$ cat src/hw/rtl/btc_pkg.sv
// Shared types, widths and constants of the barometric compensation pipeline.
`default_nettype none

package btc_pkg;

   localparam int RAW_W      = 24;
   localparam int COEF_W     = 16;
   localparam int DT_W       = RAW_W + 1;
   localparam int PROD_W     = DT_W + COEF_W + 1;
   localparam int WIDE_W     = 42;
   localparam int TEMP_W     = 20;
   localparam int T2_W       = 18;
   localparam int SQ_W       = 2 * (TEMP_W + 1);
   localparam int PRES_W     = 21;
   localparam int SPLIT      = 21;
   localparam int REQ_W      = 48;
   localparam int RSP_W      = 48;
   localparam int REG_IDX_W  = 3;

   localparam int FO_STAGES  = 4;
   localparam int SO_STAGES  = 3;
   localparam int PR_STAGES  = 4;
   localparam int NUM_STAGES = FO_STAGES + SO_STAGES + PR_STAGES;

   localparam logic [REG_IDX_W-1:0] REG_SENS_COEFF      = 3'd0;
   localparam logic [REG_IDX_W-1:0] REG_OFFSET_COEFF    = 3'd1;
   localparam logic [REG_IDX_W-1:0] REG_SENS_TEMPCO     = 3'd2;
   localparam logic [REG_IDX_W-1:0] REG_OFFSET_TEMPCO   = 3'd3;
   localparam logic [REG_IDX_W-1:0] REG_REF_TEMP_COEFF  = 3'd4;
   localparam logic [REG_IDX_W-1:0] REG_TEMP_SENS_COEFF = 3'd5;
   localparam logic [REG_IDX_W-1:0] REG_TEMP_OFFSET     = 3'd6;
   localparam logic [REG_IDX_W-1:0] REG_VARIANT_SELECT  = 3'd7;

   localparam logic signed [TEMP_W-1:0] TEMP_BASE = 20'sd2000;
   localparam logic signed [TEMP_W-1:0] TEMP_COLD = -20'sd1500;
   localparam logic signed [TEMP_W-1:0] TEMP_MIN  = {1'b1, {(TEMP_W-1){1'b0}}};
   localparam logic signed [TEMP_W-1:0] TEMP_MAX  = {1'b0, {(TEMP_W-1){1'b1}}};
   localparam logic signed [PRES_W-1:0] PRES_MIN  = {1'b1, {(PRES_W-1){1'b0}}};
   localparam logic signed [PRES_W-1:0] PRES_MAX  = {1'b0, {(PRES_W-1){1'b1}}};

   typedef struct packed {
      logic [COEF_W-1:0]        sens_coeff;
      logic [COEF_W-1:0]        offset_coeff;
      logic [COEF_W-1:0]        sens_tempco;
      logic [COEF_W-1:0]        offset_tempco;
      logic [COEF_W-1:0]        ref_temp_coeff;
      logic [COEF_W-1:0]        temp_sens_coeff;
      logic signed [COEF_W-1:0] temp_offset;
      logic                     variant_select;
   } cfg_type;

   typedef struct packed {
      logic [RAW_W-1:0]         d1;
      logic signed [WIDE_W-1:0] off;
      logic signed [WIDE_W-1:0] sens;
      logic signed [TEMP_W-1:0] temp;
      logic [T2_W-1:0]          t2;
   } first_order_type;

   typedef struct packed {
      logic [RAW_W-1:0]         d1;
      logic signed [WIDE_W-1:0] offp;
      logic signed [WIDE_W-1:0] sensp;
      logic signed [TEMP_W-1:0] temp;
   } second_order_type;

endpackage

`default_nettype wire

$ cat src/hw/rtl/btc_pressure.sv
// Stages of the split pressure product, the final shifts and the pressure clamp.
`default_nettype none

module btc_pressure
   import btc_pkg::*;
(
   input  wire logic                     clock,
   input  wire logic [PR_STAGES-1:0]     stage_en,
   input  wire second_order_type         so,
   output      logic signed [TEMP_W-1:0] temperature_centi,
   output      logic signed [PRES_W-1:0] pressure_pascal
);

   localparam int LO_W = RAW_W + SPLIT;
   localparam int HI_W = RAW_W + 1 + WIDE_W - SPLIT;
   localparam int QW   = HI_W + 1;
   localparam int RW   = QW + 1 - 15;

   logic [LO_W-1:0]            pp_lo_ff, pp_lo_in;
   logic signed [HI_W-1:0]     pp_hi_ff, pp_hi_in;
   logic signed [WIDE_W-1:0]   offp_s7_ff, offp_s8_ff;
   logic signed [TEMP_W-1:0]   temp_s7_ff, temp_s8_ff, temp_s9_ff, temp_s10_ff;
   logic signed [QW-1:0]       q_ff, q_in;
   logic signed [QW:0]         diff;
   logic signed [RW-1:0]       r_ff, r_in;
   logic signed [PRES_W-1:0]   pres_ff, pres_in;

   assign pp_lo_in = so.d1 * so.sensp[SPLIT-1:0];
   assign pp_hi_in = $signed({1'b0, so.d1}) * $signed(so.sensp[WIDE_W-1:SPLIT]);

   assign q_in = QW'(pp_hi_ff) + $signed(QW'(pp_lo_ff[LO_W-1:SPLIT]));

   assign diff = (QW+1)'(q_ff) - (QW+1)'(offp_s8_ff);
   assign r_in = RW'(diff >>> 15);

   always_comb begin
      if (r_ff < RW'(PRES_MIN)) begin
         pres_in = PRES_MIN;
      end else if (r_ff > RW'(PRES_MAX)) begin
         pres_in = PRES_MAX;
      end else begin
         pres_in = PRES_W'(r_ff);
      end
   end

   always_ff @(posedge clock) begin
      if (stage_en[0]) begin
         pp_lo_ff   <= pp_lo_in;
         pp_hi_ff   <= pp_hi_in;
         offp_s7_ff <= so.offp;
         temp_s7_ff <= so.temp;
      end
      if (stage_en[1]) begin
         q_ff       <= q_in;
         offp_s8_ff <= offp_s7_ff;
         temp_s8_ff <= temp_s7_ff;
      end
      if (stage_en[2]) begin
         r_ff       <= r_in;
         temp_s9_ff <= temp_s8_ff;
      end
      if (stage_en[3]) begin
         pres_ff     <= pres_in;
         temp_s10_ff <= temp_s9_ff;
      end
   end

   assign temperature_centi = temp_s10_ff;
   assign pressure_pascal   = pres_ff;

endmodule

`default_nettype wire

$ cat config.mk
export PLATFORM = sky130hd
export DESIGN_NAME = btc_pressure
export DESIGN_NICKNAME = d
export VERILOG_FILES = /design/src/hw/rtl/btc_pkg.sv /design/src/hw/rtl/btc_pressure.sv
export SDC_FILE = /design/constraint.sdc
export NUM_CORES = 2
export LEC_CHECK = 0
export BUFFER_PORTS_ARGS = -buffer_cell sky130_fd_sc_hd__buf_2
export CAP_MARGIN = 20
export CORE_AREA = 2 2 399 401
export CTS_CLUSTER_DIAMETER = 40
export DETAILED_ROUTE_END_ITERATION = 12
export DIE_AREA = 0 0 401 403
export PLACE_DENSITY_LB_ADDON = 0.05
export SLEW_MARGIN = 20
export SYNTH_ARGS = -nofsm -noshare
export SYNTH_HDL_FRONTEND = slang
export SYNTH_SLANG_ARGS = --single-unit
export TNS_END_PERCENT = 100
$ cat constraint.sdc
create_clock -name clock -period 9.2 [get_ports clock]
set_input_delay 0.92 -clock clock [delete_from_list [all_inputs] [get_ports clock]]
set_output_delay 0.92 -clock clock [all_outputs]
set_load 0.05 [all_outputs]
==> impl_metrics.tcl <==
set metrics [dict create \
    cts_buffers 55 \
    final_layout_size_suffix_gt1_frac 0.0730 \
    root_buffer "clkbuf_16" \
    rsz0062_at_grt "false" \
    syn2layout_area_growth_pct 10.9 \
    post_cts_clock_slew_at_the_launch_and_capture_registers_of_the_worst_setup_and_hold_paths_ns 0.06 \
    setup-tns-final_ns 0 \
    synth.cell_area_mm2 0.0468 \
    endpoint_kind "register" \
    holdBufCountCts 0 \
    dp.cells 6752 \
    avgRoutedWirePerCell_um 19.7 \
    top_level_ports 174 \
    synthSimpleGateAreaFrac 0.139 \
    max-clock-path-buffers 3 \
    postSynthRegisterBits 335 \
    kind_of_critical_path "in2reg" \
    synth_flop_cell "edfxtp_1" \
    synth-warning-count 0 \
    timing.critical_path.max_delay_family "adder cells" \
    htree_levels 2 \
    buffer_ports.inserted 173 \
    clk_latency_worst_skew_pair_ns 0.61 \
    dieArea_mm2 0.162 \
    grt_pass1_vias 34500 \
    maximum_number_of_pins_on_one_net_before_global_route_repair 75 \
    share_of_the_yosys_chip_area_belonging_to_registers 0.215 \
    timing.critical_path.buf_inv 5 \
    cts.sink_count 335 \
    detailroute.via_count 30900 \
    critical_path.cell_chain "buf_2 > buf_4 > and2_1 > fa_1 > fa_1 > fa_1 > fa_1 > fa_1 > fa_1 > inv_1 > fa_1 > inv_1 > ha_1 > a21oi_1 > o2111ai_1 > a211oi_1 > buf_4 > nor3_1 > o21ai_1 > a21oi_1 > o41a_1 > nor2_1 > xnor2_1" \
    final_period_minus_worst_setup_slack_ns 8.03 \
    postRouteWirelength_um 135000 \
    antenna_left 0 \
    dieWidth_um 401 \
    wire_length_of_the_first_global_routing_pass_um 213000 \
    globalRoute.totalOverflow 0 \
    synthesis.instances 4651 \
    synth.distinct_cells 75 \
    multiplexer_area_fraction_after_synthesis 0.000454 \
    fmax_mhz 125 \
    postCtsResizedCells 0 \
    number_of_antenna_violations_at_the_first_check_in_global_routing 7 \
    drt_first_pass_iters 5 \
    worstHoldPathType "reg2reg" \
    clock-skew-final_ns 0.0109 \
    yosys.area_share.xor_xnor 0.0258 \
    main_combinational_cell_family_by_area_after_synthesis "adder cells" \
    place_area_mm2 0.0500 \
    dp_hpwl_um 106000 \
    dp_slack_ns 0.489 \
    maxSlewViolCount 0 \
    critical_path.max_stage_delay_ns 0.76 \
    status "finished, final reports clean" \
    filler_cell_count 16400 \
    critical_path_arrival_ns 8.38 \
    placement_rows 146 \
    layout.nets 6106 \
    drc 0 \
    placeableCoreArea_mm2 0.157 \
    cts_post_setup_buffers_inserted 0 \
    timing.critical_path.fanout_max 33 \
    finalHoldViolations 0 \
    timing.final.ws_setup_ns 1.17 \
    mappedNetlistNets 6020 \
    viasPerCell 4.51 \
    timing.max_cap.violations 0 \
    worst_slew_margin_relative_to_its_limit 0.305 \
    finish.instance_area_mm2 0.0519 \
    cp_data_required_time_ns 9.56 \
    timing.final.crit_share 0.873 \
    synth_compound_gate_area_share 0.0583 \
    critical-path-top-cell-by-count "fa_1" \
    critical_path.startpoint_type "input port" \
    finalNonFillerCells 6856 \
    initial_utilization 0.297 \
    global_route.usage.total 0.171 \
    tightestPinTransition_ns 1.04 \
    fp.dieH_um 403 \
    average_size_of_a_mapped_cell_um2 10.1 \
    detailedRoute.firstIterationViolations 1261 \
    cts_tree "built" \
    globalplace.congestion 0.797 \
    slowest_stage "buf_2" \
    synth-edff-count 335 \
    synth_adder_area_share 0.463 \
    timing.final.setup_violations 0 \
    ys_async_sr_fraction 0 \
]
[cell type report]
type | count | area (µm²) | share of cell area
diodes | 2 | 5.00 | 0.0000964
clock buffers | 57 | 1410 | 0.0271
clock inverters | 45 | 518 | 0.00997
inverters | 1027 | 3850 | 0.0742
multi-input cells | 3090 | 32200 | 0.620
flip-flops and latches | 335 | 10100 | 0.194
well taps | 2072 | 2590 | 0.0499
repair buffers | 228 | 1330 | 0.0255
[synth_stat cells, types with 51 or more instances]
library cell  number  area (µm²)
inv_1           1027        3850
fa_1             831       16600
nand2_1          597        2240
and2_1           460        2880
ha_1             405        5070
edfxtp_1         335       10100
clkbuf_1         195         732
a21oi_1          123         616
xnor2_1           87         762
a21o_1            70         526
nor2_1            62         233
o21ai_0           53         265
xor2_1            51         447
[routing by layer]
metal | part of all wire | global-route usage | vias up
met3 | 0.026 | 0.0136 | 113
met5 | 0.00013 | 0 | -
met4 | 0.015 | 0.0288 | 4
met2 | 0.47 | 0.284 | 443
li1 | - | - | 14500
met1 | 0.49 | 0.245 | 15900
[worst paths after layout]
path	slack [ns]	depth (start not counted)	endpoint	start
worst max-delay path	1.17	23	pp_hi_ff[45]	so[110]
worst min register to register	0.41	0	temp_s9_ff[18]	temp_s8_ff[18]
worst min-delay path	0.41	0	temp_s9_ff[18]	temp_s8_ff[18]
worst max register to register	5.26	10	q_ff[38]	pp_lo_ff[32]
[registers in the layout, indices dropped and copies added (netlist names)]
register           count
pp_lo_ff              24
r_ff                  33
temp_s9_ff            20
offp_s8_ff            42
q_ff                  47
temperature_centi     20
pressure_pascal       21
pp_hi_ff              46
temp_s8_ff            20
offp_s7_ff            42
temp_s7_ff            20
[cells in the final DEF, fill, tap and decap left out, types with 4 or more instances in the layout]
cell,count
and3_1,19
clkinv_4,6
nor2_1,62
inv_1,1027
o2111ai_1,6
bufinv_16,6
nand2_1,597
and4_1,6
clkbuf_16,56
clkinv_2,8
a31oi_1,16
o21ai_0,53
buf_2,171
a21o_1,70
nand4_1,27
o211ai_1,7
edfxtp_1,335
nor3b_1,4
nor3_1,27
buf_4,53
xnor2_1,87
clkinvlp_4,9
nand2b_1,28
nor4_1,7
a21boi_0,4
fa_1,831
nand3_1,25
o21ai_1,5
nor2b_1,26
o21a_1,32
xor2_1,51
and2_1,460
a21oi_1,123
inv_8,4
ha_1,405
o21bai_1,20
or3_1,8
a211oi_1,16
inv_6,9
[per-stage QoR]
stage	util	hold slack [ns]
after floorplan	-	0.400
final	0.330	0.415
after detailed placement	0.318	0.405
after global routing	0.330	0.416
after global placement	0.318	0.401
after CTS	0.330	0.414
[kinds of logic (layout without fill, tap and decap cells)]
kind of cell	after synthesis	count (layout)
AO/OA/AOI/OAI	408	408
XOR/XNOR	138	138
adder cells (fa/ha/maj)	1236	1236
buffers and inverters	1226	1357
flip-flops	335	335
multiplexers	2	2
other	0	2
AND/OR/NAND/NOR	1306	1306
[worst register-to-register path: cells and delay by family (launching register included)]
family | cells | cell delay (ns)
XOR/XNOR | 1 | 0.18
AND/OR/NAND/NOR | 4 | 0.97
adder cells (fa/ha/maj) | 1 | 0.41
flip-flops | 1 | 0.50
AO/OA/AOI/OAI | 4 | 1.63
Power is not shown: default switching activity piles up to over one toggle a cycle in this logic, so the estimate is an artifact.
