[config.mk]
export PLATFORM = sky130hd
export DESIGN_NAME = btc_first_order
export DESIGN_NICKNAME = d
export VERILOG_FILES = /design/src/hw/rtl/btc_pkg.sv /design/src/hw/rtl/btc_first_order.sv
export SDC_FILE = /design/constraint.sdc
export NUM_CORES = 2
export LEC_CHECK = 0
export BUFFER_PORTS_ARGS = -buffer_cell sky130_fd_sc_hd__buf_4
export CORE_MARGIN = 1.5
export CORE_UTILIZATION = 25
export CTS_BUF_LIST = sky130_fd_sc_hd__clkbuf_4
export CTS_CLUSTER_DIAMETER = 60
export DETAILED_ROUTE_END_ITERATION = 8
export GPL_TIMING_DRIVEN = 1
export SLEW_MARGIN = 20
export SYNTH_ARGS = -nofsm -noshare
export SYNTH_HDL_FRONTEND = slang
export SYNTH_SLANG_ARGS = --single-unit
[constraint.sdc]
create_clock -name clock -period 23.5 [get_ports clock]
set_clock_uncertainty 0.1 [all_clocks]
set_input_delay 1.175 -clock clock [delete_from_list [all_inputs] [get_ports clock]]
set_output_delay 1.175 -clock clock [all_outputs]
set_load 0.02 [all_outputs]
[src/hw/rtl/btc_pkg.sv]
// Shared types, widths and constants of the barometric compensation pipeline.
`default_nettype none

package btc_pkg;

   localparam int RAW_W      = 24;
   localparam int COEF_W     = 16;
   localparam int DT_W       = RAW_W + 1;
   localparam int PROD_W     = DT_W + COEF_W + 1;
   localparam int WIDE_W     = 42;
   localparam int TEMP_W     = 20;
   localparam int T2_W       = 18;
   localparam int SQ_W       = 2 * (TEMP_W + 1);
   localparam int PRES_W     = 21;
   localparam int SPLIT      = 21;
   localparam int REQ_W      = 48;
   localparam int RSP_W      = 48;
   localparam int REG_IDX_W  = 3;

   localparam int FO_STAGES  = 4;
   localparam int SO_STAGES  = 3;
   localparam int PR_STAGES  = 4;
   localparam int NUM_STAGES = FO_STAGES + SO_STAGES + PR_STAGES;

   localparam logic [REG_IDX_W-1:0] REG_SENS_COEFF      = 3'd0;
   localparam logic [REG_IDX_W-1:0] REG_OFFSET_COEFF    = 3'd1;
   localparam logic [REG_IDX_W-1:0] REG_SENS_TEMPCO     = 3'd2;
   localparam logic [REG_IDX_W-1:0] REG_OFFSET_TEMPCO   = 3'd3;
   localparam logic [REG_IDX_W-1:0] REG_REF_TEMP_COEFF  = 3'd4;
   localparam logic [REG_IDX_W-1:0] REG_TEMP_SENS_COEFF = 3'd5;
   localparam logic [REG_IDX_W-1:0] REG_TEMP_OFFSET     = 3'd6;
   localparam logic [REG_IDX_W-1:0] REG_VARIANT_SELECT  = 3'd7;

   localparam logic signed [TEMP_W-1:0] TEMP_BASE = 20'sd2000;
   localparam logic signed [TEMP_W-1:0] TEMP_COLD = -20'sd1500;
   localparam logic signed [TEMP_W-1:0] TEMP_MIN  = {1'b1, {(TEMP_W-1){1'b0}}};
   localparam logic signed [TEMP_W-1:0] TEMP_MAX  = {1'b0, {(TEMP_W-1){1'b1}}};
   localparam logic signed [PRES_W-1:0] PRES_MIN  = {1'b1, {(PRES_W-1){1'b0}}};
   localparam logic signed [PRES_W-1:0] PRES_MAX  = {1'b0, {(PRES_W-1){1'b1}}};

   typedef struct packed {
      logic [COEF_W-1:0]        sens_coeff;
      logic [COEF_W-1:0]        offset_coeff;
      logic [COEF_W-1:0]        sens_tempco;
      logic [COEF_W-1:0]        offset_tempco;
      logic [COEF_W-1:0]        ref_temp_coeff;
      logic [COEF_W-1:0]        temp_sens_coeff;
      logic signed [COEF_W-1:0] temp_offset;
      logic                     variant_select;
   } cfg_type;

   typedef struct packed {
      logic [RAW_W-1:0]         d1;
      logic signed [WIDE_W-1:0] off;
      logic signed [WIDE_W-1:0] sens;
      logic signed [TEMP_W-1:0] temp;
      logic [T2_W-1:0]          t2;
   } first_order_type;

   typedef struct packed {
      logic [RAW_W-1:0]         d1;
      logic signed [WIDE_W-1:0] offp;
      logic signed [WIDE_W-1:0] sensp;
      logic signed [TEMP_W-1:0] temp;
   } second_order_type;

endpackage

`default_nettype wire

[src/hw/rtl/btc_first_order.sv]
// Stages of dT, the coefficient products and the first-order terms.
`default_nettype none

module btc_first_order
   import btc_pkg::*;
#(
   parameter int ADC_BITS = 24
)
(
   input  wire logic                 clock,
   input  wire logic [FO_STAGES-1:0] stage_en,
   input  wire cfg_type              cfg,
   input  wire logic [RAW_W-1:0]     raw_pressure,
   input  wire logic [RAW_W-1:0]     raw_temperature,
   output      first_order_type      fo
);

   logic [RAW_W-1:0]           d1_s0_ff, d1_s0_in;
   logic [RAW_W-1:0]           d2_s0_ff, d2_s0_in;
   logic [RAW_W-1:0]           d1_s1_ff;
   logic signed [DT_W-1:0]     dt_s1_ff, dt_s1_in;
   logic [RAW_W-1:0]           d1_s2_ff;
   logic signed [PROD_W-1:0]   pc3_ff, pc3_in;
   logic signed [PROD_W-1:0]   pc4_ff, pc4_in;
   logic signed [PROD_W-1:0]   pc6_ff, pc6_in;
   logic signed [2*DT_W-1:0]   pdt2_ff, pdt2_in;
   first_order_type            fo_ff, fo_in;
   logic signed [PROD_W-1:0]   c3_term, c4_term, c6_term;
   logic signed [WIDE_W-1:0]   c1_term, c2_term;

   assign d1_s0_in = RAW_W'(raw_pressure[ADC_BITS-1:0]);
   assign d2_s0_in = RAW_W'(raw_temperature[ADC_BITS-1:0]);

   assign dt_s1_in = $signed({1'b0, d2_s0_ff}) - $signed({1'b0, cfg.ref_temp_coeff, 8'b0});

   assign pc3_in  = dt_s1_ff * $signed({1'b0, cfg.sens_tempco});
   assign pc4_in  = dt_s1_ff * $signed({1'b0, cfg.offset_tempco});
   assign pc6_in  = dt_s1_ff * $signed({1'b0, cfg.temp_sens_coeff});
   assign pdt2_in = dt_s1_ff * dt_s1_ff;

   always_comb begin
      if (cfg.variant_select) begin
         c2_term = $signed(WIDE_W'({cfg.offset_coeff, 16'b0}));
         c4_term = pc4_ff >>> 7;
         c1_term = $signed(WIDE_W'({cfg.sens_coeff, 15'b0}));
         c3_term = pc3_ff >>> 8;
      end else begin
         c2_term = $signed(WIDE_W'({cfg.offset_coeff, 17'b0}));
         c4_term = pc4_ff >>> 6;
         c1_term = $signed(WIDE_W'({cfg.sens_coeff, 16'b0}));
         c3_term = pc3_ff >>> 7;
      end
      c6_term    = pc6_ff >>> 23;
      fo_in.d1   = d1_s2_ff;
      fo_in.off  = c2_term + WIDE_W'(c4_term);
      fo_in.sens = c1_term + WIDE_W'(c3_term);
      fo_in.temp = $signed(TEMP_W'(c6_term)) + $signed(TEMP_W'(cfg.temp_offset)) + TEMP_BASE;
      fo_in.t2   = pdt2_ff[31 +: T2_W];
   end

   always_ff @(posedge clock) begin
      if (stage_en[0]) begin
         d1_s0_ff <= d1_s0_in;
         d2_s0_ff <= d2_s0_in;
      end
      if (stage_en[1]) begin
         d1_s1_ff <= d1_s0_ff;
         dt_s1_ff <= dt_s1_in;
      end
      if (stage_en[2]) begin
         d1_s2_ff <= d1_s1_ff;
         pc3_ff   <= pc3_in;
         pc4_ff   <= pc4_in;
         pc6_ff   <= pc6_in;
         pdt2_ff  <= pdt2_in;
      end
      if (stage_en[3]) begin
         fo_ff <= fo_in;
      end
   end

   assign fo = fo_ff;

endmodule

`default_nettype wire

==> results.toml <==
[worst_setup_path]
critPathBufInv = 7
crit_top_cell = "fa_1"
worstPathRequired_ns = 24.30
cpPeakStageDelay_ns = 0.60
crit_family = "adder cells"
startpoint_type = "register"
arrival_ns = 9.90
worstSetupPathType = "register to register"
endpoint_kind = "register"
cp_max_fo = 45
cp_slowest_cell = "buf_4"
reg2reg_slack_ns = 14.40

[grt]
grt-ovfl-total = 0
grt_first_pass_wirelength_um = 305000
grt_max_degree = 75
grt_pass1_vias = 55200
grtUsageTotal = 0.125
antenna_found_initial = 21

[finish]
layout-area-overhead-vs-synth_pct = 10.9
layout_commonest_cell = "inv_1"
drive_above_1_share = 0.0812
seqCellArea_um2 = 10900
final_cell_mix = "inv_1 (2,037), fa_1 (1,768), nand2_1 (927)"
fin_util = 0.279
multiInputGateArea_um2 = 56500
stdcell_count = 11900
fillers = 32000
layout.nets = 10300

[clocking]
cts_htree_levels = 3
post-cts-setup-buffers = 0
root_buffer = "clkbuf_4"
cts_made_buffers = 108
cts_num_sinks = 364
clk_pin_slew_ns = 0.07
clockBufferDepth = 3
cts_tree = "yes"
clk_latency_ns = 1.19

[synth]
async_flop_share = 0
synth_edf_count = 364
syn_avg_cell_area_um2 = 10.0
yosysWarnings = 0
synth-main-ff-cell = "edfxtp_1"
ys_seq_elements = 364
synth_fp_nets = 10100
synth_cells = 7603
synth.distinct_cells = 63
synth_area_um2 = 76300
seq_area_frac_synth = 0.143

[route]
drt-initial-drc-count = 2054
drtPass1Iterations = 6
vias = 49500
drc_errors = 0
vias_per_cell = 4.18
drtAntennaViolNets = 0
wl_per_cell_um = 15.8
routed_wl_um = 187000

[floorplan]
row_count = 202
dieArea_um2 = 309000
die_x_um = 555
die_h_um = 555
io_pins = 312
initial_utilization = 0.252
core-area_um2 = 303000

[timing]
clock.fmax_ghz = 0.110
tightest_slew_ns = 1.14
min_period_ns = 9.10
tns_ns = 0
timing.final.ws_setup_ns = 14.40
rsz0062_at_grt = "false"
period_share = 0.387
setup_violations = 0
hold_viol_final = 0
slew_headroom = 0.234
slew_violations = 0

[place]
io_buffers = 311
dp_slack_ns = 14.49
globalplace.congestion = 0.826
hpwl_um = 149000
dp_cells = 11600

[outcome]
run_status = "finished, final reports clean"

[worst_hold_path]
hold_class = "register to register"

[run]
drv_cap = 0
[stage by stage]
stage / hold slack [ns] / area [um^2]
6_report: 0.185 / 84600
5_1_grt: 0.0694 / 84600
2_1_floorplan: 0.300 / 76300
3_3_place_gp: 0.300 / 82800
3_5_place_dp: 0.305 / 82800
4_1_cts: 0.0399 / 84600
[worst reg2reg max path, cell delays in order, from the launching register on]
cell,delay (ns)
edfxtp_1,0.33
buf_4,0.31
buf_4,0.62
inv_1,0.45
nor2_1,0.25
fa_1,0.46
fa_1,0.44
fa_1,0.52
inv_1,0.06
fa_1,0.50
inv_1,0.06
fa_1,0.44
fa_1,0.51
inv_1,0.05
fa_1,0.48
inv_1,0.04
ha_1,0.33
a211oi_1,0.29
nor3_1,0.11
or4_1,0.53
a21oi_1,0.16
a21oi_1,0.18
a311o_1,0.49
a21o_1,0.23
a221o_1,0.36
a41o_1,0.28
a21oi_1,0.17
xnor2_1,0.08
[kinds of logic (layout without fill, tap and decap cells)]
| group | Yosys count | after routing | synth area share |
|---|---|---|---|
| AOI/OAI and AO/OA | 390 | 390 | 0.0329 |
| xor gates and xnor gates | 182 | 182 | 0.0209 |
| adders and majority gates | 2308 | 2308 | 0.552 |
| buffers and inverters | 2362 | 2631 | 0.117 |
| DFF | 364 | 364 | 0.143 |
| muxes | 99 | 99 | 0.0145 |
| other | 0 | 6 | 0 |
| and+or+nand+nor | 1898 | 1898 | 0.119 |
[area by class of cell]
cell class	instances	share of cell area
diodes	6	0.000177
clock buffers	144	0.0128
clock inverters	48	0.00435
inverters	2037	0.0904
multi-input cells	4877	0.667
flip-flops and latches	364	0.129
well taps	3978	0.0588
repair buffers	402	0.0371
[worst paths after layout]
check / start / end / depth (start not counted)
setup / recovery: dt_s1_ff[9]$_DFFE_PP_ / pdt2_ff[48]$_DFFE_PP_ / 27
hold / removal: d1_s1_ff[7]$_DFFE_PP_ / d1_s2_ff[7]$_DFFE_PP_ / 0
setup reg to reg: dt_s1_ff[9]$_DFFE_PP_ / pdt2_ff[48]$_DFFE_PP_ / 27
hold reg to reg: d1_s1_ff[7]$_DFFE_PP_ / d1_s2_ff[7]$_DFFE_PP_ / 0
[flip-flops by register name, summed over array words and instances, names as in the netlist]
register / cells
d1_s0_ff: 24
d1_s1_ff: 24
d1_s2_ff: 24
d2_s0_ff: 24
dt_s1_ff: 25
fo: 135
pc3_ff: 35
pc4_ff: 36
pc6_ff: 19
pdt2_ff: 18
[layer usage]
metal / global-route usage / share of wire / vias up
met5: 0 / 0.00053 / -
met4: 0.0259 / 0.018 / 16
met3: 0.0211 / 0.050 / 232
met2: 0.214 / 0.48 / 1028
met1: 0.166 / 0.45 / 25500
li1: - / - / 22700
[Yosys cell counts, drive strengths merged, types with 6 or more instances]
library cell | instances | area, um^2
a211oi | 19 | 143
a21boi | 9 | 67.6
a21o | 35 | 263
a21oi | 111 | 556
a31oi | 12 | 75.1
and2 | 626 | 3920
and3 | 18 | 113
and4 | 8 | 70.1
buf | 12 | 86.3
clkbuf | 313 | 1170
edfxtp | 364 | 10900
fa | 1768 | 35400
ha | 540 | 6760
inv | 2037 | 7650
mux2 | 91 | 1020
mux2i | 8 | 80.1
nand2 | 927 | 3480
nand2b | 23 | 144
nand3 | 26 | 130
nand4 | 12 | 75.1
nor2 | 165 | 619
nor2b | 40 | 250
nor3 | 27 | 135
o211ai | 8 | 60.1
o21a | 43 | 323
o21ai | 80 | 400
o21bai | 18 | 135
o31ai | 6 | 45.0
or2 | 6 | 37.5
or3 | 9 | 56.3
xnor2 | 133 | 1160
xor2 | 49 | 429
[timing repair]
| item | in CTS | in global routing |
|---|---|---|
| resized for setup | 0 | 0 |
| endpoints found under the hold margin | 35 | 0 |
| hold buffers | 35 | 0 |
Power is not shown: default switching activity piles up to over one toggle a cycle in this logic, so the estimate is an artifact.
