[src/hw/rtl/btc_pkg.sv]
// Shared types, widths and constants of the barometric compensation pipeline.
`default_nettype none

package btc_pkg;

   localparam int RAW_W      = 24;
   localparam int COEF_W     = 16;
   localparam int DT_W       = RAW_W + 1;
   localparam int PROD_W     = DT_W + COEF_W + 1;
   localparam int WIDE_W     = 42;
   localparam int TEMP_W     = 20;
   localparam int T2_W       = 18;
   localparam int SQ_W       = 2 * (TEMP_W + 1);
   localparam int PRES_W     = 21;
   localparam int SPLIT      = 21;
   localparam int REQ_W      = 48;
   localparam int RSP_W      = 48;
   localparam int REG_IDX_W  = 3;

   localparam int FO_STAGES  = 4;
   localparam int SO_STAGES  = 3;
   localparam int PR_STAGES  = 4;
   localparam int NUM_STAGES = FO_STAGES + SO_STAGES + PR_STAGES;

   localparam logic [REG_IDX_W-1:0] REG_SENS_COEFF      = 3'd0;
   localparam logic [REG_IDX_W-1:0] REG_OFFSET_COEFF    = 3'd1;
   localparam logic [REG_IDX_W-1:0] REG_SENS_TEMPCO     = 3'd2;
   localparam logic [REG_IDX_W-1:0] REG_OFFSET_TEMPCO   = 3'd3;
   localparam logic [REG_IDX_W-1:0] REG_REF_TEMP_COEFF  = 3'd4;
   localparam logic [REG_IDX_W-1:0] REG_TEMP_SENS_COEFF = 3'd5;
   localparam logic [REG_IDX_W-1:0] REG_TEMP_OFFSET     = 3'd6;
   localparam logic [REG_IDX_W-1:0] REG_VARIANT_SELECT  = 3'd7;

   localparam logic signed [TEMP_W-1:0] TEMP_BASE = 20'sd2000;
   localparam logic signed [TEMP_W-1:0] TEMP_COLD = -20'sd1500;
   localparam logic signed [TEMP_W-1:0] TEMP_MIN  = {1'b1, {(TEMP_W-1){1'b0}}};
   localparam logic signed [TEMP_W-1:0] TEMP_MAX  = {1'b0, {(TEMP_W-1){1'b1}}};
   localparam logic signed [PRES_W-1:0] PRES_MIN  = {1'b1, {(PRES_W-1){1'b0}}};
   localparam logic signed [PRES_W-1:0] PRES_MAX  = {1'b0, {(PRES_W-1){1'b1}}};

   typedef struct packed {
      logic [COEF_W-1:0]        sens_coeff;
      logic [COEF_W-1:0]        offset_coeff;
      logic [COEF_W-1:0]        sens_tempco;
      logic [COEF_W-1:0]        offset_tempco;
      logic [COEF_W-1:0]        ref_temp_coeff;
      logic [COEF_W-1:0]        temp_sens_coeff;
      logic signed [COEF_W-1:0] temp_offset;
      logic                     variant_select;
   } cfg_type;

   typedef struct packed {
      logic [RAW_W-1:0]         d1;
      logic signed [WIDE_W-1:0] off;
      logic signed [WIDE_W-1:0] sens;
      logic signed [TEMP_W-1:0] temp;
      logic [T2_W-1:0]          t2;
   } first_order_type;

   typedef struct packed {
      logic [RAW_W-1:0]         d1;
      logic signed [WIDE_W-1:0] offp;
      logic signed [WIDE_W-1:0] sensp;
      logic signed [TEMP_W-1:0] temp;
   } second_order_type;

endpackage

`default_nettype wire

[src/hw/rtl/btc_second_order.sv]
// Stages of the low-temperature corrections and the temperature clamp.
`default_nettype none

module btc_second_order
   import btc_pkg::*;
(
   input  wire logic                 clock,
   input  wire logic [SO_STAGES-1:0] stage_en,
   input  wire logic                 variant_select,
   input  wire first_order_type      fo,
   output      second_order_type     so
);

   localparam int CW = SQ_W + 6;

   first_order_type            fo_s4_ff;
   logic signed [SQ_W-1:0]     dd_ff, dd_in;
   logic signed [SQ_W-1:0]     ee_ff, ee_in;
   logic                       below_base_ff, below_base_in;
   logic                       below_cold_ff, below_cold_in;
   logic signed [TEMP_W:0]     dev_base, dev_cold;

   logic [RAW_W-1:0]           d1_s5_ff;
   logic signed [WIDE_W-1:0]   off_s5_ff, sens_s5_ff;
   logic signed [WIDE_W-1:0]   off2_ff, off2_in;
   logic signed [WIDE_W-1:0]   sens2_ff, sens2_in;
   logic signed [TEMP_W:0]     temp_corr_ff, temp_corr_in;
   logic signed [CW-1:0]       dd_x, ee_x, off2_x, sens2_x;

   second_order_type           so_ff, so_in;

   assign dev_base      = (TEMP_W+1)'(fo.temp) - (TEMP_W+1)'(TEMP_BASE);
   assign dev_cold      = (TEMP_W+1)'(fo.temp) - (TEMP_W+1)'(TEMP_COLD);
   assign dd_in         = dev_base * dev_base;
   assign ee_in         = dev_cold * dev_cold;
   assign below_base_in = fo.temp < TEMP_BASE;
   assign below_cold_in = fo.temp < TEMP_COLD;

   always_comb begin
      dd_x = CW'(dd_ff);
      ee_x = CW'(ee_ff);
      off2_x  = '0;
      sens2_x = '0;
      if (below_base_ff) begin
         if (variant_select) begin
            off2_x  = (dd_x * 48'sd5) >>> 1;
            sens2_x = (dd_x * 48'sd5) >>> 2;
            if (below_cold_ff) begin
               off2_x  = off2_x + ee_x * 48'sd7;
               sens2_x = sens2_x + ((ee_x * 48'sd11) >>> 1);
            end
         end else begin
            off2_x  = (dd_x * 48'sd61) >>> 4;
            sens2_x = dd_x * 48'sd2;
            if (below_cold_ff) begin
               off2_x  = off2_x + ee_x * 48'sd15;
               sens2_x = sens2_x + ee_x * 48'sd8;
            end
         end
      end
      off2_in  = WIDE_W'(off2_x);
      sens2_in = WIDE_W'(sens2_x);
      if (below_base_ff) begin
         temp_corr_in = (TEMP_W+1)'(fo_s4_ff.temp) - (TEMP_W+1)'($signed({1'b0, fo_s4_ff.t2}));
      end else begin
         temp_corr_in = (TEMP_W+1)'(fo_s4_ff.temp);
      end
   end

   always_comb begin
      so_in.d1    = d1_s5_ff;
      so_in.offp  = off_s5_ff - off2_ff;
      so_in.sensp = sens_s5_ff - sens2_ff;
      if (temp_corr_ff < (TEMP_W+1)'(TEMP_MIN)) begin
         so_in.temp = TEMP_MIN;
      end else if (temp_corr_ff > (TEMP_W+1)'(TEMP_MAX)) begin
         so_in.temp = TEMP_MAX;
      end else begin
         so_in.temp = TEMP_W'(temp_corr_ff);
      end
   end

   always_ff @(posedge clock) begin
      if (stage_en[0]) begin
         fo_s4_ff      <= fo;
         dd_ff         <= dd_in;
         ee_ff         <= ee_in;
         below_base_ff <= below_base_in;
         below_cold_ff <= below_cold_in;
      end
      if (stage_en[1]) begin
         d1_s5_ff     <= fo_s4_ff.d1;
         off_s5_ff    <= fo_s4_ff.off;
         sens_s5_ff   <= fo_s4_ff.sens;
         off2_ff      <= off2_in;
         sens2_ff     <= sens2_in;
         temp_corr_ff <= temp_corr_in;
      end
      if (stage_en[2]) begin
         so_ff <= so_in;
      end
   end

   assign so = so_ff;

endmodule

`default_nettype wire

[config.mk]
export PLATFORM = sky130hd
export DESIGN_NAME = btc_second_order
export DESIGN_NICKNAME = d
export VERILOG_FILES = /design/src/hw/rtl/btc_pkg.sv /design/src/hw/rtl/btc_second_order.sv
export SDC_FILE = /design/constraint.sdc
export NUM_CORES = 2
export LEC_CHECK = 0
export BUFFER_PORTS_ARGS = -buffer_cell sky130_fd_sc_hd__buf_2
export CELL_PAD_IN_SITES_DETAIL_PLACEMENT = 1
export CELL_PAD_IN_SITES_GLOBAL_PLACEMENT = 1
export CORE_ASPECT_RATIO = 0.5
export CORE_MARGIN = 2
export CORE_UTILIZATION = 45
export DETAILED_ROUTE_END_ITERATION = 10
export PLACE_DENSITY = 0.75
export SETUP_SLACK_MARGIN = 0.15
export SKIP_LAST_GASP = 1
export SYNTH_ARGS = -nofsm -noshare
export SYNTH_HDL_FRONTEND = slang
export SYNTH_SLANG_ARGS = --single-unit
[constraint.sdc]
create_clock -name clock -period 12.6 [get_ports clock]
set_clock_uncertainty 0.15 [all_clocks]
set_input_delay 0.63 -clock clock [delete_from_list [all_inputs] [get_ports clock]]
set_output_delay 0.63 -clock clock [all_outputs]
set_load 0.01 [all_outputs]
==> results.yml <==
detailed_routing:
  drtAntennaViolNets: 0
  drt_iter0_markers: 4008
  avgViaCountPerCell: 5.44
  wl_per_cell_um: 22.5
  wirelength_um: 246000
  route.vias.total: 59600
  firstDrtPassIters: 5
  drcViolationCount: 0
yosys:
  seq_area_frac_synth_pct: 21.4
  synth_area_per_cell_um2: 9.79
  synth_cells: 8128
  async_reset_ff_share_pct: 0
  synthDistinctLibCells: 88
  ys.flop_type: "edfxtp_1"
  synth_top_cell_area_share_pct: 29.2
  yosysWarnings: 0
  syn_area_um2: 79600
  synthTopCellsByArea: "fa_1, edfxtp_1, ha_1"
  synth_edf_count: 568
  synth_seq_cells: 568
  synth_top_cell_by_area: "fa_1"
setup_path:
  worst_setup_path_end_kind: "flip-flop"
  worst-setup-path-type: "input pin to flip-flop"
  crit_slowest_cell: "clkinv_1"
  start_kind: "input pin"
  cp_max_fo: 17
  crit_required_ns: 12.88
  cp.arrival_ns: 11.42
  r2r_cells: 35
  critical-path-max-stage-delay_ns: 0.83
die:
  rows: 109
  start_util_pct: 45.2
  die_h_um: 301
  ios: 279
  die_x_um: 599
  dieArea_um2: 180000
  coreArea_um2: 176000
sta:
  rsz0062_at_grt: "no"
  hold_slack_ns: 0.0311
  final_hold_viol_count: 0
  max_slew.worst_pin.slew_ns: 1.18
  slew_headroom_pct: 21.6
  layout_worst_path_cycle_share_pct: 88.5
  slew_violations: 0
  fmax_mhz: 89.7
  period_needed_ns: 11.15
  fin_tns_setup_ns: 0
  setup_viol: 0
finish:
  num-fill-cells: 20000
  fin_nets: 10600
  drive_gt1_share_pct: 6.07
  syn2layout_area_growth_pct: 9.41
clocking:
  root_buffer: "clkbuf_16"
  cts_sinks: 568
  cts_buffers: 56
  clock_latency_ns: 0.72
  clk_pin_slew_worst_paths_ns: 0.06
  cts_buffer_depth: 3
  cts_tree: "built"
  htreeDepth: 2
global_route:
  grt_overflow_total: 0
  first_global_vias: 65300
  antenna_found_initial: 24
  grt_pass1_wl_um: 382000
  grt_max_degree: 148
  globalRouteTotalUtil_pct: 27.6
place:
  numPortBuffers: 278
  routabilityCongestion: 0.939
  dp_hpwl_um: 202000
worst_hold_path:
  holdPathStages: 1
  hold_path.class: "input pin to flip-flop"
run:
  maxCapViolations: 0
outcome:
  status: "finished, final reports clean"
==> final timing paths <==
check,from,slack [ns],end
worst max-delay path,fo[22],1.45,ee_ff[41]$_DFFE_PP_
worst min-delay path,fo[61],0.03,fo_s4_ff[61]$_DFFE_PP_
worst max register to register,dd_ff[6]$_DFFE_PP_,1.50,off2_ff[41]$_SDFFCE_PN0P_
worst min register to register,fo_s4_ff[51]$_DFFE_PP_,0.25,sens_s5_ff[13]$_DFFE_PP_
==> repair_timing <==
item | CTS | global route
hold endpoints to repair | 123 | 0
setup buffers | 0 | 0
gates resized for setup | 0 | 0
hold buffers | 123 | 0
==> cell usage after synthesis (15+ instances only) <==
library cell,n
and2_1,86
xnor2_1,340
or3_1,18
a21oi_1,437
a21o_1,265
and3_1,39
nor3_1,70
nand4_1,34
o31ai_1,23
or2_2,23
nand3_1,82
xor2_1,156
o21bai_1,66
mux2i_1,31
a211oi_1,50
o21a_1,50
clkbuf_1,122
a31oi_1,44
o211ai_1,20
o21ai_1,18
and4_1,15
o21ai_0,245
a21boi_0,15
nor2_1,434
nor2b_1,57
fa_1,1162
inv_1,2001
o22ai_1,20
mux4_2,15
nand2b_1,79
ha_1,815
edfxtp_1,568
nand2_1,485
==> cells by family (layout without fill, tap and decap cells) <==
family                   after synthesis  count (layout)  synth area share, %
other                                  1              13              0.00471
flip-flops                           568             568                 21.4
adder cells (fa/ha/maj)             1977            1977                 42.0
AO/OA/AOI/OAI                       1419            1419                 11.5
XOR/XNOR                             496             496                 5.46
buffers and inverters               2155            2586                 10.2
multiplexers                          60              60                 1.01
AND/OR/NAND/NOR                     1452            1452                 8.39
==> registers in the layout (all words and copies together), names as in the netlist <==
register,cells
so,128
d1_s5_ff,24
sens_s5_ff,42
fo_s4_ff,146
sens2_ff,42
off2_ff,42
below_cold_ff,1
below_base_ff,1
off_s5_ff,42
dd_ff,40
ee_ff,39
temp_corr_ff,21
==> cells in the final DEF (no fill, tap or decap), types with 63 or more instances in the layout <==
cell type,instances
o21ai_0,245
nand3_1,82
o21bai_1,66
edfxtp_1,568
nand2_1,484
xnor2_1,338
dlygate4sd3_1,123
inv_1,2000
a21o_1,265
a21oi_1,437
nor3_1,70
xor2_1,153
ha_1,815
nand2b_1,79
buf_2,274
fa_1,1162
nor2_1,432
buf_4,63
and2_1,86
==> worst max-delay path, delay by kind of cell <==
| family | cells | cell delay (ns) |
|---|---|---|
| AO/OA/AOI/OAI | 10 | 2.89 |
| XOR/XNOR | 1 | 0.48 |
| adder cells (fa/ha/maj) | 9 | 4.12 |
| buffers and inverters | 9 | 1.99 |
| AND/OR/NAND/NOR | 6 | 1.27 |
==> cell type report <==
type                    count  area [µm²]  share of cell area [%]
diodes                     10        25.0                  0.0287
clock buffers              68        1450                    1.66
clock inverters            36         354                   0.407
inverters                2018        7570                    8.70
multi-input cells        5407       54500                    62.6
flip-flops and latches    568       17100                    19.6
well taps                2386        2990                    3.43
repair buffers            464        3140                    3.60
==> stage by stage <==
stage | area (µm²) | instances | util (%) | setup slack, ns
after detailed placement | 84000 | 10700 | 47.7 | 0.783
after CTS | 87100 | 10900 | 49.4 | 1.52
after global routing | 87100 | 11000 | 49.4 | 0.770
final | 87100 | 11000 | 49.4 | 1.45
after floorplan | 79600 | 8130 | - | 3.15
after global placement | 84000 | 10700 | 47.7 | 1.26
==> layer usage <==
layer  part of all wire [%]  track usage (%)  routed length [µm]  up-vias
li1                       -                -                   -    26900
met1                     45             38.5              110000    30700
met2                     46             45.1              113000     1602
met3                    6.9             4.21               16900      363
met4                    2.6             6.71                6430        8
met5                  0.019                0                  47        -
Power is not shown: default switching activity piles up to over one toggle a cycle in this logic, so the estimate is an artifact.
